`src/sv/dcd_pkg.sv`:
```
// ----------------------------------------------------------------------------
// dcd_pkg: shared types and constants for the dark channel dehaze block
// Request/response structs, register indexes, controller/datapath interface.
// ----------------------------------------------------------------------------
`default_nettype none

package dcd_pkg;

   localparam int MaxWidthDefault  = 256;
   localparam int MaxHeightDefault = 256;
   localparam int WindowDefault    = 20;

   localparam int CsrIdxWidth  = 2;
   localparam int CsrDataWidth = 9;

   localparam logic [CsrIdxWidth-1:0] CSR_IMAGE_WIDTH  = 2'd0;
   localparam logic [CsrIdxWidth-1:0] CSR_IMAGE_HEIGHT = 2'd1;
   localparam logic [CsrIdxWidth-1:0] CSR_ATMOS_LIGHT  = 2'd2;
   localparam logic [CsrIdxWidth-1:0] CSR_TRANS_FLOOR  = 2'd3;

   localparam logic REQ_WRITE   = 1'b0;
   localparam logic REQ_PROCESS = 1'b1;

   typedef struct packed {
      logic       req_type;
      logic [7:0] pos_x;
      logic [7:0] pos_y;
      logic [7:0] in_blue;
      logic [7:0] in_green;
      logic [7:0] in_red;
   } req_type_type;

   typedef struct packed {
      logic [7:0] out_blue;
      logic [7:0] out_green;
      logic [7:0] out_red;
      logic [7:0] transmission;
      logic [1:0] dark_index;
      logic       status;
   } rsp_type;

   // controller to datapath
   typedef struct packed {
      logic load;       // capture request, set up window
      logic write_px;   // write captured pixel into frame store
      logic scan_rd;    // issue frame store read at scan pointer
      logic scan_cmp;   // compare returned pixel against best
      logic self_rd;    // read the processed pixel
      logic self_cap;   // capture processed pixel, set up ratios
      logic div_start;  // start next division
      logic div_cap;    // store quotient of finished division
   } dcd_cmd_type;

   // datapath to controller
   typedef struct packed {
      logic is_write;
      logic outside;
      logic scan_last;  // scan pointer on last window pixel
      logic div_done;
      logic div_last;   // current division is the last one
   } dcd_sts_type;

endpackage

`default_nettype wire

```
`src/sv/dcd_ctrl.sv`:
```
// ----------------------------------------------------------------------------
// dcd_ctrl: sequencing of one request; a write only stores its pixel
// Process: scan window, read pixel, four divisions, respond; outside: respond.
// ----------------------------------------------------------------------------
`default_nettype none

module dcd_ctrl (
   input  wire logic                  clock,
   input  wire logic                  reset,
   input  wire logic                  start,
   input  wire dcd_pkg::dcd_sts_type  sts,
   output dcd_pkg::dcd_cmd_type       cmd,
   output logic                       busy,
   output logic                       rsp_valid
);

   localparam logic [3:0] S_IDLE     = 4'd0;
   localparam logic [3:0] S_DECODE   = 4'd1;
   localparam logic [3:0] S_SCAN     = 4'd2;
   localparam logic [3:0] S_DRAIN    = 4'd3;
   localparam logic [3:0] S_SELF_RD  = 4'd4;
   localparam logic [3:0] S_SELF_CAP = 4'd5;
   localparam logic [3:0] S_DIV_GO   = 4'd6;
   localparam logic [3:0] S_DIV_WAIT = 4'd7;
   localparam logic [3:0] S_EMIT     = 4'd8;

   logic [3:0] state_ff, state_in;
   logic       prev_rd_ff;

   always_comb begin
      state_in  = state_ff;
      cmd       = '0;
      rsp_valid = 1'b0;
      unique case (state_ff)
         S_IDLE: begin
            if (start) begin
               cmd.load = 1'b1;
               state_in = S_DECODE;
            end
         end
         S_DECODE: begin
            if (sts.is_write) begin
               cmd.write_px = 1'b1;
               state_in     = S_IDLE;
            end else if (sts.outside) begin
               state_in = S_EMIT;
            end else begin
               state_in = S_SCAN;
            end
         end
         // one read per cycle, compare works on the registered read data
         S_SCAN: begin
            cmd.scan_rd = 1'b1;
            if (sts.scan_last) state_in = S_DRAIN;
         end
         S_DRAIN: begin
            cmd.scan_cmp = 1'b1;
            state_in     = S_SELF_RD;
         end
         S_SELF_RD: begin
            cmd.self_rd = 1'b1;
            state_in    = S_SELF_CAP;
         end
         S_SELF_CAP: begin
            cmd.self_cap = 1'b1;
            state_in     = S_DIV_GO;
         end
         S_DIV_GO: begin
            cmd.div_start = 1'b1;
            state_in      = S_DIV_WAIT;
         end
         S_DIV_WAIT: begin
            if (sts.div_done) begin
               cmd.div_cap = 1'b1;
               state_in    = sts.div_last ? S_EMIT : S_DIV_GO;
            end
         end
         S_EMIT: begin
            rsp_valid = 1'b1;
            state_in  = S_IDLE;
         end
         default: state_in = S_IDLE;
      endcase
      // compare during scan for the read issued last cycle
      if (state_ff == S_SCAN) cmd.scan_cmp = prev_rd_ff;
   end

   always_ff @(posedge clock) begin
      if (reset) begin
         state_ff   <= S_IDLE;
         prev_rd_ff <= 1'b0;
      end else begin
         state_ff   <= state_in;
         prev_rd_ff <= cmd.scan_rd;
      end
   end

   assign busy = (state_ff != S_IDLE);

   // assertions
   a_emit_once: assert property (@(posedge clock) disable iff (reset)
      rsp_valid |=> !rsp_valid) else $error("response held two cycles");
   a_start_idle: assert property (@(posedge clock) disable iff (reset)
      (start && !busy) |=> busy) else $error("accepted request not taken");
   a_emit_idle: assert property (@(posedge clock) disable iff (reset)
      rsp_valid |=> !busy) else $error("not idle after response");

endmodule

`default_nettype wire

```
`config.mk`:
```
export PLATFORM = sky130hd
export DESIGN_NAME = dcd_ctrl
export DESIGN_NICKNAME = d
export VERILOG_FILES = /design/src/sv/dcd_pkg.sv /design/src/sv/dcd_ctrl.sv
export SDC_FILE = /design/constraint.sdc
export NUM_CORES = 1
export LEC_CHECK = 0
export ABC_AREA = 0
export BUFFER_PORTS_ARGS = -buffer_cell sky130_fd_sc_hd__buf_2
export CAP_MARGIN = 20
export CORE_AREA = 2 2 39 41
export CTS_BUF_LIST = sky130_fd_sc_hd__clkbuf_8
export CTS_CLUSTER_SIZE = 28
export DETAILED_ROUTE_END_ITERATION = 10
export DIE_AREA = 0 0 41 43
export PLACE_DENSITY_LB_ADDON = 0.05
export SYNTH_ARGS = -nofsm -noshare
export SYNTH_HDL_FRONTEND = slang
export SYNTH_SLANG_ARGS = --single-unit
```
`constraint.sdc`:
```
create_clock -name clock -period 1.1 [get_ports clock]
set_input_delay 0.055 -clock clock [delete_from_list [all_inputs] [get_ports clock]]
set_output_delay 0.055 -clock clock [all_outputs]
set_load 0.01 [all_outputs]
```
## After elaboration in Yosys (flattened, before gate mapping)

Cells that the tools add are included.

- Flip-flop bits (word level): 5
- Input port bits: 8
- Output and inout port bits: 10
- Logic and storage cells: 36

- Eq/ne operators: 11
- Multiplexer cells: 20
- Reduce and logical (&&, ||, !) cells: 3

Operator list:

| kind | count |
|---|---|
| $pmux W4 S8 | 1 |
| $mux W4 | 6 |
| $eq A4 B3 Y1 const B | 4 |
| $mux W1 | 13 |
| $eq A4 B2 Y1 const B | 2 |
| $ne A2 B2 Y1 const B | 3 |
| $eq A4 B1 Y1 const B | 1 |
| $eq A4 B4 Y1 const B | 1 |
| $logic_not A4 Y1 | 1 |
| $reduce_bool A4 Y1 | 1 |
| $reduce_and A3 Y1 | 1 |

## Logic depth before layout (Yosys ltp)

Gate-level depths: netlist of the first run.

- Depth in word-level cells: 3
- Depth in mapped cells: 4
- Depth with buffers taken out: 3

## Worst setup path after synthesis of the first run

No wires, ideal clock.

- Path kind: flip-flop to flip-flop
- From: register state_ff[3]
- To: register state_ff[0]
- Setup time: 0.067 ns
- Arrival time: 1.007 ns
- Data required time: 1.033 ns
- Slack: 0.026 ns
- Stages on the path, launching flop included: 4
- Path buffers: 1
- Period minus slack after synthesis: 1.074 ns
- Cells stage by stage: dfxtp_1 buf_6 or4_4 o21ai_2

- Word-level cells in the longest chain between the ends: 3
- Elaborated cells between the ends (all ways): 13
- Classes of those cells: eq/ne: 10; mux: 1; reduce/logical: 2

RTL lines:

| what | RTL line | text |
|---|---|---|
| start, declared | dcd_ctrl.sv:27 | `logic [3:0] state_ff, state_in;` |
| start signal, assigned | dcd_ctrl.sv:93 | `state_ff <= state_in;` |
| $eq A4 B2 Y1 (tied with other cells) | dcd_ctrl.sv:34 | `unique case (state_ff)` |
| $ne A2 B2 Y1 (no line) | - |  |
| $reduce_and A3 Y1 (no line) | - |  |

Parallel ways exist; a longest one is shown, timed or not.
A chain may end at the register's enable or synchronous reset.

==> results of run 1 <==
final cells by class:
| type | count | area [µm²] | share of cell area |
|---|---|---|---|
| clock buffer | 3 | 41.29 | 0.05392 |
| multi-input combinational | 40 | 322.8 | 0.4216 |
| sequential | 5 | 115.1 | 0.1503 |
| timing repair buffer | 32 | 255.2 | 0.3333 |
| inverter | 2 | 7.507 | 0.009804 |
| tap | 16 | 20.02 | 0.02614 |
| clock inverter | 1 | 3.754 | 0.004902 |
through the flow:
| stage | cells | hold slack [ns] | utilization | instance area, µm² |
|---|---|---|---|---|
| 6_report | 99 | 0.06861 | 0.5533 | 765.7 |
| 5_1_grt | 99 | 0.08799 | 0.5533 | 765.7 |
| 4_1_cts | 97 | 0.06022 | 0.5009 | 693.2 |
| 3_5_place_dp | 89 | 0.3010 | 0.3879 | 536.8 |
| 3_3_place_gp | 89 | 0.3010 | 0.3879 | 536.8 |
| 2_1_floorplan | 51 | 0.1244 | - | 395.4 |
per-layer routing:
metal / up-vias / part of all wire / track usage
met5: - / 0 / 0
met4: 0 / 0 / 0.1000
met3: 0 / 0.039 / 0.01571
met2: 10 / 0.53 / 0.2406
met1: 237 / 0.43 / 0.1917
li1: 253 / - / -
critical path: stages, from the launching register on:
cell	delay [ns]
dfxtp_4	0.36
buf_6	0.12
nand2b_4	0.14
nor3_2	0.16
buf_2	0.14
state kept, by name, summed over array words and instances (netlist names):
| signal | flops |
|---|---|
| prev_rd_ff | 1 |
| state_ff | 4 |
cell usage after synthesis, drive strengths merged:
library cell  instances
a31oi                 1
o41ai                 1
nor2                  5
o21ai                 4
nand4                 1
and2                  1
and4b                 1
o211ai                1
dfxtp                 5
buf                   4
nor4                  1
nor3                  5
and3                  6
o21a                  1
inv                   2
nand2                 1
nand3                 1
or4                   1
a21o                  1
a32oi                 1
and2b                 2
nand2b                1
nand4b                1
and3b                 1
nor2b                 2
cell families (layout without fill, tap and decap cells):
family,Yosys count,count (layout),synth area share
flops,5,5,0.2532
compound gates,10,10,0.1772
buf+inv,6,38,0.09808
simple gates,30,30,0.4715
worst max path at each step:
| stage | end | start | cells after the start | slack (ns) |
|---|---|---|---|---|
| final | cmd[4] | state_ff[2] | 4 | -0.1 |
| after global routing | cmd[4] | state_ff[2] | 4 | -0.17 |
| after CTS | rsp_valid | state_ff[2] | 4 | -0.1 |
| after detailed placement | state_ff[3] | state_ff[2] | 4 | -0.15 |
| after global placement | state_ff[3] | state_ff[2] | 4 | -0.20 |
| after floorplan | state_ff[0] | state_ff[3] | 3 | 0.03 |
power groups by stage:
stage,Combinational (mW),Sequential [mW],Clock (mW)
floorplan,0.0802,0.196,0
global placement,0.129,0.209,0
detailed placement,0.127,0.209,0
CTS,0.162,0.202,0.334
global route,0.198,0.202,0.344
finish,0.182,0.200,0.322
cells in the final DEF (no fill, tap or decap):
| master | synthesis | layout |
|---|---|---|
| a31oi_1 | 1 | 1 |
| nor3_1 | 5 | 2 |
| nand4b_1 | 1 | 1 |
| nor3_2 | 0 | 3 |
| o41ai_2 | 0 | 1 |
| a32oi_1 | 1 | 1 |
| nand3_1 | 1 | 1 |
| clkbuf_8 | 0 | 3 |
| nor4_1 | 1 | 1 |
| o21ai_2 | 1 | 1 |
| o21ai_0 | 3 | 3 |
| o211ai_1 | 1 | 1 |
| dfxtp_4 | 0 | 4 |
| and3_1 | 5 | 2 |
| nand2_1 | 1 | 1 |
| a21o_1 | 1 | 1 |
| dfxtp_1 | 5 | 1 |
| and2b_2 | 2 | 2 |
| inv_1 | 2 | 3 |
| nor2b_1 | 2 | 2 |
| and2_4 | 0 | 1 |
| or4_4 | 1 | 1 |
| buf_6 | 1 | 12 |
| buf_4 | 2 | 8 |
| buf_2 | 1 | 12 |
| and3b_1 | 1 | 1 |
| and4b_2 | 1 | 1 |
| nand4_1 | 1 | 1 |
| nor2_4 | 0 | 2 |
| o21a_1 | 1 | 1 |
| nand2b_4 | 0 | 1 |
| nor2_1 | 5 | 3 |
| and3_4 | 0 | 4 |
repair_timing:
item | in CTS | in global routing
endpoints found under the setup margin | 14 | 14
buffers inserted | 4 | 2
endpoints found under the hold margin | 0 | 0
gates resized for setup | 22 | 14
pin swaps | 4 | 9
==> impl_metrics.toml, run 1 <==
[run_status]
status = "finished with violations"
violations = "setup timing"

[detailed_routing]
vias = 500
first_pass_iters = 2
postRouteAntennaNets = 0
vias_per_cell = 5.051
wl_per_cell_um = 12.37
drc_errors = 0
wl_um = 1225
drtIter0Drc = 2

[global_route]
grt_pass1_vias = 455
grt_max_degree = 11
grt_first_pass_wirelength_um = 1869
gr-total-overflow = 0
track_usage = 0.1553
antenna_found_initial = 0

[hold_path]
min_to = "state_ff[1]"
hold_class = "in2reg"
min_from = "reset"
holdPathStages = 2

[timing]
hold_violations = 0
worst_slack_ns = -0.09716
drv_slew = 0
final_period_minus_worst_setup_slack_ns = 1.197
finalSetupViolations = 12
finalCritPeriodShare = 1.088
setup_tns_ns = -0.7524
tightestPinTransition_ns = 0.2905
fmax_ghz = 0.8353
rsz0062_at_grt = "yes"
finClkSkew_ns = 0.0004983
max_slew_margin = 0.8042

[floorplanning]
rows = 14
coreArea_um2 = 1384
io_pins = 18
die_w_um = 41
initial_core_util = 0.2857
die-area_um2 = 1763
die_h_um = 43

[clock_tree]
cts_tree = "yes"
cts_hold_buffers = 0
cts_made_buffers = 3
cts-htree-levels = 1
insertion_delay_ns = 0.22
cts.clk_slew.worst_paths_ns = 0.03
clockRootBuffer = "clkbuf_8"
clock_path_buffers = 2
cts_sinks = 5

[power]
p_comb_frac = 0.259
clkPwrFrac = 0.458
internal_power_mw = 0.5262
switching_share = 0.2532
seqPwrFrac = 0.284
p_leak_nw = 0.3686
power_density_nw_per_um2 = 920.1
switching_power_mw = 0.1784
vdd_drop_max_mv = 0.3652
p_total_mw = 0.7046

[synth]
netlist_instances = 51
avgSynthCellArea_um2 = 7.753
yosys.area.top_type = "dfxtp_1"
syn_nets = 59
ys_seq_elements = 5
yosysSeqAreaShare = 0.2532
synth_warnings = 0
synthTopCellsByArea = "dfxtp_1, and3_1, nor3_1, nor2_1, and2b_2"
synth_top_area_share = 0.2532
synth_area_um2 = 395.4
synth_cell_types = 29

[worst_setup_path]
endpoint_kind = "primary output"
start_kind = "flop"
r2r-end = "state_ff[0]"
worstPathRequired_ns = 1.04
path_max_fanout = 7
r2r-start = "state_ff[0]"
critPathKind = "reg2out"
r2r_cells = 3
cp_data_arrival_time_ns = 1.14
r2r_slack_ns = -0.09

[final_layout]
diodes = 0
nets = 92
fillers = 139
syn2layout_area_growth_pct = 93.67
drive_above_1_share = 0.6747

[placement]
place.gp.congestion = 0.6821
dp_slack_ns = -0.1508
portBuffers = 17
hpwl_um = 841.3

[run]
maxCapViolCount = 0
Note: power is estimated with default switching activity, not from simulation.
==> inputs of run 2 (changes only) <==
Settings changed: REMOVE_ABC_BUFFERS set to 1.
==> impl_metrics.toml, run 2 (synthesized netlist as in run 1, its figures left out) <==
[placement]
dp_cells = 87
portBuffers = 17
hpwl_um = 833.4
dp_slack_ns = -0.06841
placed_area_um2 = 521.8
place.gp.congestion = 0.7525

[final_layout]
fillers = 149
final_cell_mix = "buf_2, buf_6, buf_4"
finalInstanceArea_um2 = 708.2
diodes = 0
nets = 88
drive_above_1_share = 0.6203
instances_no_fill = 95
regArea_um2 = 115.1
final_common_cell = "buf_2"
top_register = "state_ff"
reg.largest.list = "state_ff: 4 flops, prev_rd_ff: 1 flops"
syn2layout_area_growth_pct = 79.11
largest_reg_flops = 4
multi_input_area_um2 = 311.5
utilization = 0.5118

[global_route]
grt_pass1_vias = 469
grt_first_pass_wirelength_um = 1973
gr-total-overflow = 0
grt_max_degree = 9
track_usage = 0.1685
antenna_found_initial = 0

[floorplanning]
io_pins = 18
coreArea_um2 = 1384
die_h_um = 43
initial_core_util = 0.2857
rows = 14
die-area_um2 = 1763
die_w_um = 41

[clock_tree]
cts_sinks = 5
cts.clk_slew.worst_paths_ns = 0.04
cts-htree-levels = 1
clockRootBuffer = "clkbuf_8"
insertion_delay_ns = 0.22
cts_made_buffers = 3
clock_path_buffers = 2
cts_hold_buffers = 0
cts_tree = "yes"

[worst_setup_path]
cp_data_arrival_time_ns = 1.11
r2r-start = "state_ff[2]"
critical_path.cell_chain = "and2b_2 -> and3_4 -> buf_6"
endpoint_kind = "primary output"
start_kind = "flop"
r2r-end = "state_ff[0]"
worstPathRequired_ns = 1.04
r2r_cells = 4
path_max_fanout = 6
slowest_delay_ns = 0.36
critPathSlowestCell = "dfxtp_4"
r2r_slack_ns = -0.07
critPathKind = "reg2out"

[timing]
fmax_ghz = 0.8549
finalSetupViolations = 10
final_period_minus_worst_setup_slack_ns = 1.170
max_slew_margin = 0.7825
finClkSkew_ns = 0.001011
worst_slack_ns = -0.06976
hold_violations = 0
hold_ws_ns = 0.05209
drv_slew = 0
setup_tns_ns = -0.5102
tightestPinTransition_ns = 0.3220
rsz0062_at_grt = "yes"
finalCritPeriodShare = 1.063

[run]
maxCapViolCount = 0

[run_status]
violations = "setup timing"
status = "finished with violations"

[power]
power_density_nw_per_um2 = 1002
p_total_mw = 0.7097
p_leak_nw = 0.3483
vdd_drop_max_mv = 0.4229

[detailed_routing]
drc_errors = 0
wl_per_cell_um = 13.31
wl_um = 1264
vias_per_cell = 5.158
postRouteAntennaNets = 0
drtIter0Drc = 7
vias = 490
first_pass_iters = 3

[hold_path]
holdPathStages = 2
hold_class = "in2reg"
min_from = "reset"
min_to = "state_ff[1]"
-- run 2: cell types whose count changed in the layout (fill, tap and decap cells not counted) --
| cell | before | now |
|---|---|---|
| and3_1 | 2 | 4 |
| and3_4 | 4 | 2 |
| buf_2 | 12 | 14 |
| buf_4 | 8 | 5 |
| buf_6 | 12 | 9 |
| nor3_2 | 3 | 2 |
| nor3_4 | 0 | 1 |
| o21ai_0 | 3 | 2 |
| o21ai_1 | 0 | 1 |
| o41ai_1 | 0 | 1 |
| o41ai_2 | 1 | 0 |
-- run 2: how the worst max path moves through the flow --
| stage | start | endpoint | slack [ns] |
|---|---|---|---|
| after floorplan | state_ff[2] | state_ff[0] | -0.02 |
| after global placement | state_ff[2] | state_ff[0] | -0.09 |
| after detailed placement | state_ff[2] | state_ff[0] | -0.07 |
| after CTS | state_ff[3] | cmd[2] | -0.06 |
| after global routing | state_ff[2] | cmd[5] | -0.12 |
| final | state_ff[3] | cmd[6] | -0.07 |
-- run 2: per-layer routing --
| layer | vias up | track usage | share of wire |
|---|---|---|---|
| li1 | 247 | - | - |
| met1 | 225 | 0.2019 | 0.44 |
| met2 | 13 | 0.2500 | 0.48 |
| met3 | 5 | 0.03141 | 0.051 |
| met4 | 0 | 0.1267 | 0.032 |
| met5 | - | 0 | 0 |
-- run 2: power breakdown --
part / internal, mW / switching, mW
Sequential: 0.185 / 0.0154
Clock: 0.240 / 0.0988
Combinational: 0.0926 / 0.0776
Total: 0.518 / 0.192
-- run 2: repair_timing --
item / CTS / global route
pin swaps: 10 / 10
resized for setup: 25 / 7
setup endpoints to repair: 13 / 14
buffers inserted: 4 / 0
-- run 2: layout make-up --
type,count,area share
multi-input cells,40,0.4399
clock inverters,1,0.005300
clock buffers,3,0.05830
repair buffers,28,0.2951
inverters,2,0.01060
flip-flops and latches,5,0.1625
well taps,16,0.02827
-- run 2: worst max-delay path, delay by kind of cell, from the launching register on --
kind                   cells  cell delay (ns)
buffers and inverters      1             0.11
flip-flops                 1             0.36
AND/OR/NAND/NOR            2             0.41
==> inputs of run 3 (changes only) <==
Clock period 1.1 ns to 1.3 ns, I/O delays scaled along.
==> impl_metrics.toml, run 3 (synthesized netlist as in run 1, its figures left out) <==
[floorplanning]
coreArea_um2 = 1384
initial_core_util = 0.2857
die_w_um = 41
io_pins = 18
rows = 14
die-area_um2 = 1763
die_h_um = 43

[clock_tree]
clockRootBuffer = "clkbuf_8"
cts-htree-levels = 1
clock_path_buffers = 2
cts.clk_slew.worst_paths_ns = 0.04
cts_sinks = 5
cts_made_buffers = 3
cts_tree = "yes"
cts_hold_buffers = 0
insertion_delay_ns = 0.22

[placement]
portBuffers = 17
dp_slack_ns = 0.09848
place.gp.congestion = 0.7184
hpwl_um = 827.8
dp_cells = 85
placed_area_um2 = 506.7

[timing]
finalSetupViolations = 0
fmax_ghz = 0.7986
hold_violations = 0
worst_slack_ns = 0.04778
tightestPinTransition_ns = 0.2732
max_slew_margin = 0.8155
finClkSkew_ns = 0.0003988
finalCritPeriodShare = 0.9632
setup_tns_ns = 0
final_period_minus_worst_setup_slack_ns = 1.252
rsz0062_at_grt = "no"
drv_slew = 0

[power]
vdd_drop_max_mv = 0.2948
power_density_nw_per_um2 = 962.4
p_leak_nw = 0.3037

[final_layout]
diodes = 0
regArea_um2 = 106.4
multi_input_area_um2 = 284.0
final_common_cell = "buf_2"
finalInstanceArea_um2 = 585.6
fillers = 155
final_cell_mix = "buf_2, and3_1, buf_4"
reg.largest.list = "state_ff: 4 flops, prev_rd_ff: 1 flops"
nets = 82
drive_above_1_share = 0.5342
largest_reg_flops = 4
instances_no_fill = 89
utilization = 0.4231
syn2layout_area_growth_pct = 48.10
top_register = "state_ff"

[detailed_routing]
postRouteAntennaNets = 0
wl_per_cell_um = 11.85
first_pass_iters = 4
vias = 458
wl_um = 1055
drc_errors = 0
drtIter0Drc = 8
vias_per_cell = 5.146

[worst_setup_path]
worstPathRequired_ns = 1.24
endpoint_kind = "primary output"
path_max_fanout = 6
path_delay_family = "simple AND/OR/NAND/NOR gates"
critPathSlowestCell = "dfxtp_1"
critPathKind = "reg2out"
cp_data_arrival_time_ns = 1.19
slowest_delay_ns = 0.40
cp_num_buf_inv = 1
start_kind = "flop"
critical_path.cell_chain = "and2b_2 -> and3_1 -> buf_2"

[hold_path]
hold_class = "in2reg"

[global_route]
grt_max_degree = 12
grt_pass1_vias = 406
grt_first_pass_wirelength_um = 1649
gr-total-overflow = 0
track_usage = 0.1371
antenna_found_initial = 0

[run]
maxCapViolCount = 0

[run_status]
status = "finished clean"
-- run 3: report_power, final --
group / internal [mW] / leakage, nW / total [mW] / switching (mW)
combinational: 0.0550 / 0.235 / 0.109 / 0.0545
sequential: 0.160 / 0.0422 / 0.173 / 0.0123
clock: 0.203 / 0.0269 / 0.282 / 0.0789
total: 0.418 / 0.304 / 0.564 / 0.146
-- run 3: worst paths after layout --
check / depth (start not counted) / slack [ns] / start / end
worst max register to register: 2 / 0.21 / state_ff[0] / state_ff[0]
worst min register to register: 2 / 0.60 / state_ff[0] / state_ff[0]
worst max-delay path: 3 / 0.05 / state_ff[3] / cmd[2]
worst min-delay path: 2 / 0.08 / reset / state_ff[1]
-- run 3: area by class of cell --
cell class,count,share of cell area
multi-input cells,40,0.4850
repair buffers,22,0.2094
clock buffers,3,0.07051
well taps,16,0.03419
clock inverters,1,0.006410
inverters,2,0.01282
flip-flops and latches,5,0.1816
-- run 3: per-stage QoR --
stage	hold slack [ns]	power, mW
floorplan	0.1344	0.2263
global placement	0.3093	0.2774
detailed placement	0.3062	0.2759
CTS	0.07567	0.5683
global route	0.08051	0.6005
finish	0.07834	0.5636
-- run 3: repair_timing --
| action | CTS | global route |
|---|---|---|
| gates resized for setup | 2 | 8 |
| gates cloned | 0 | 0 |
| setup endpoints to repair | 7 | 7 |
| buffers inserted | 0 | 0 |
-- run 3: metal layers --
layer	up-vias	track usage	wire length [µm]
met5	-	0	0
met4	0	0.08000	0
met3	0	0.03141	54
met2	10	0.1844	497
met1	216	0.1911	502
li1	232	-	-
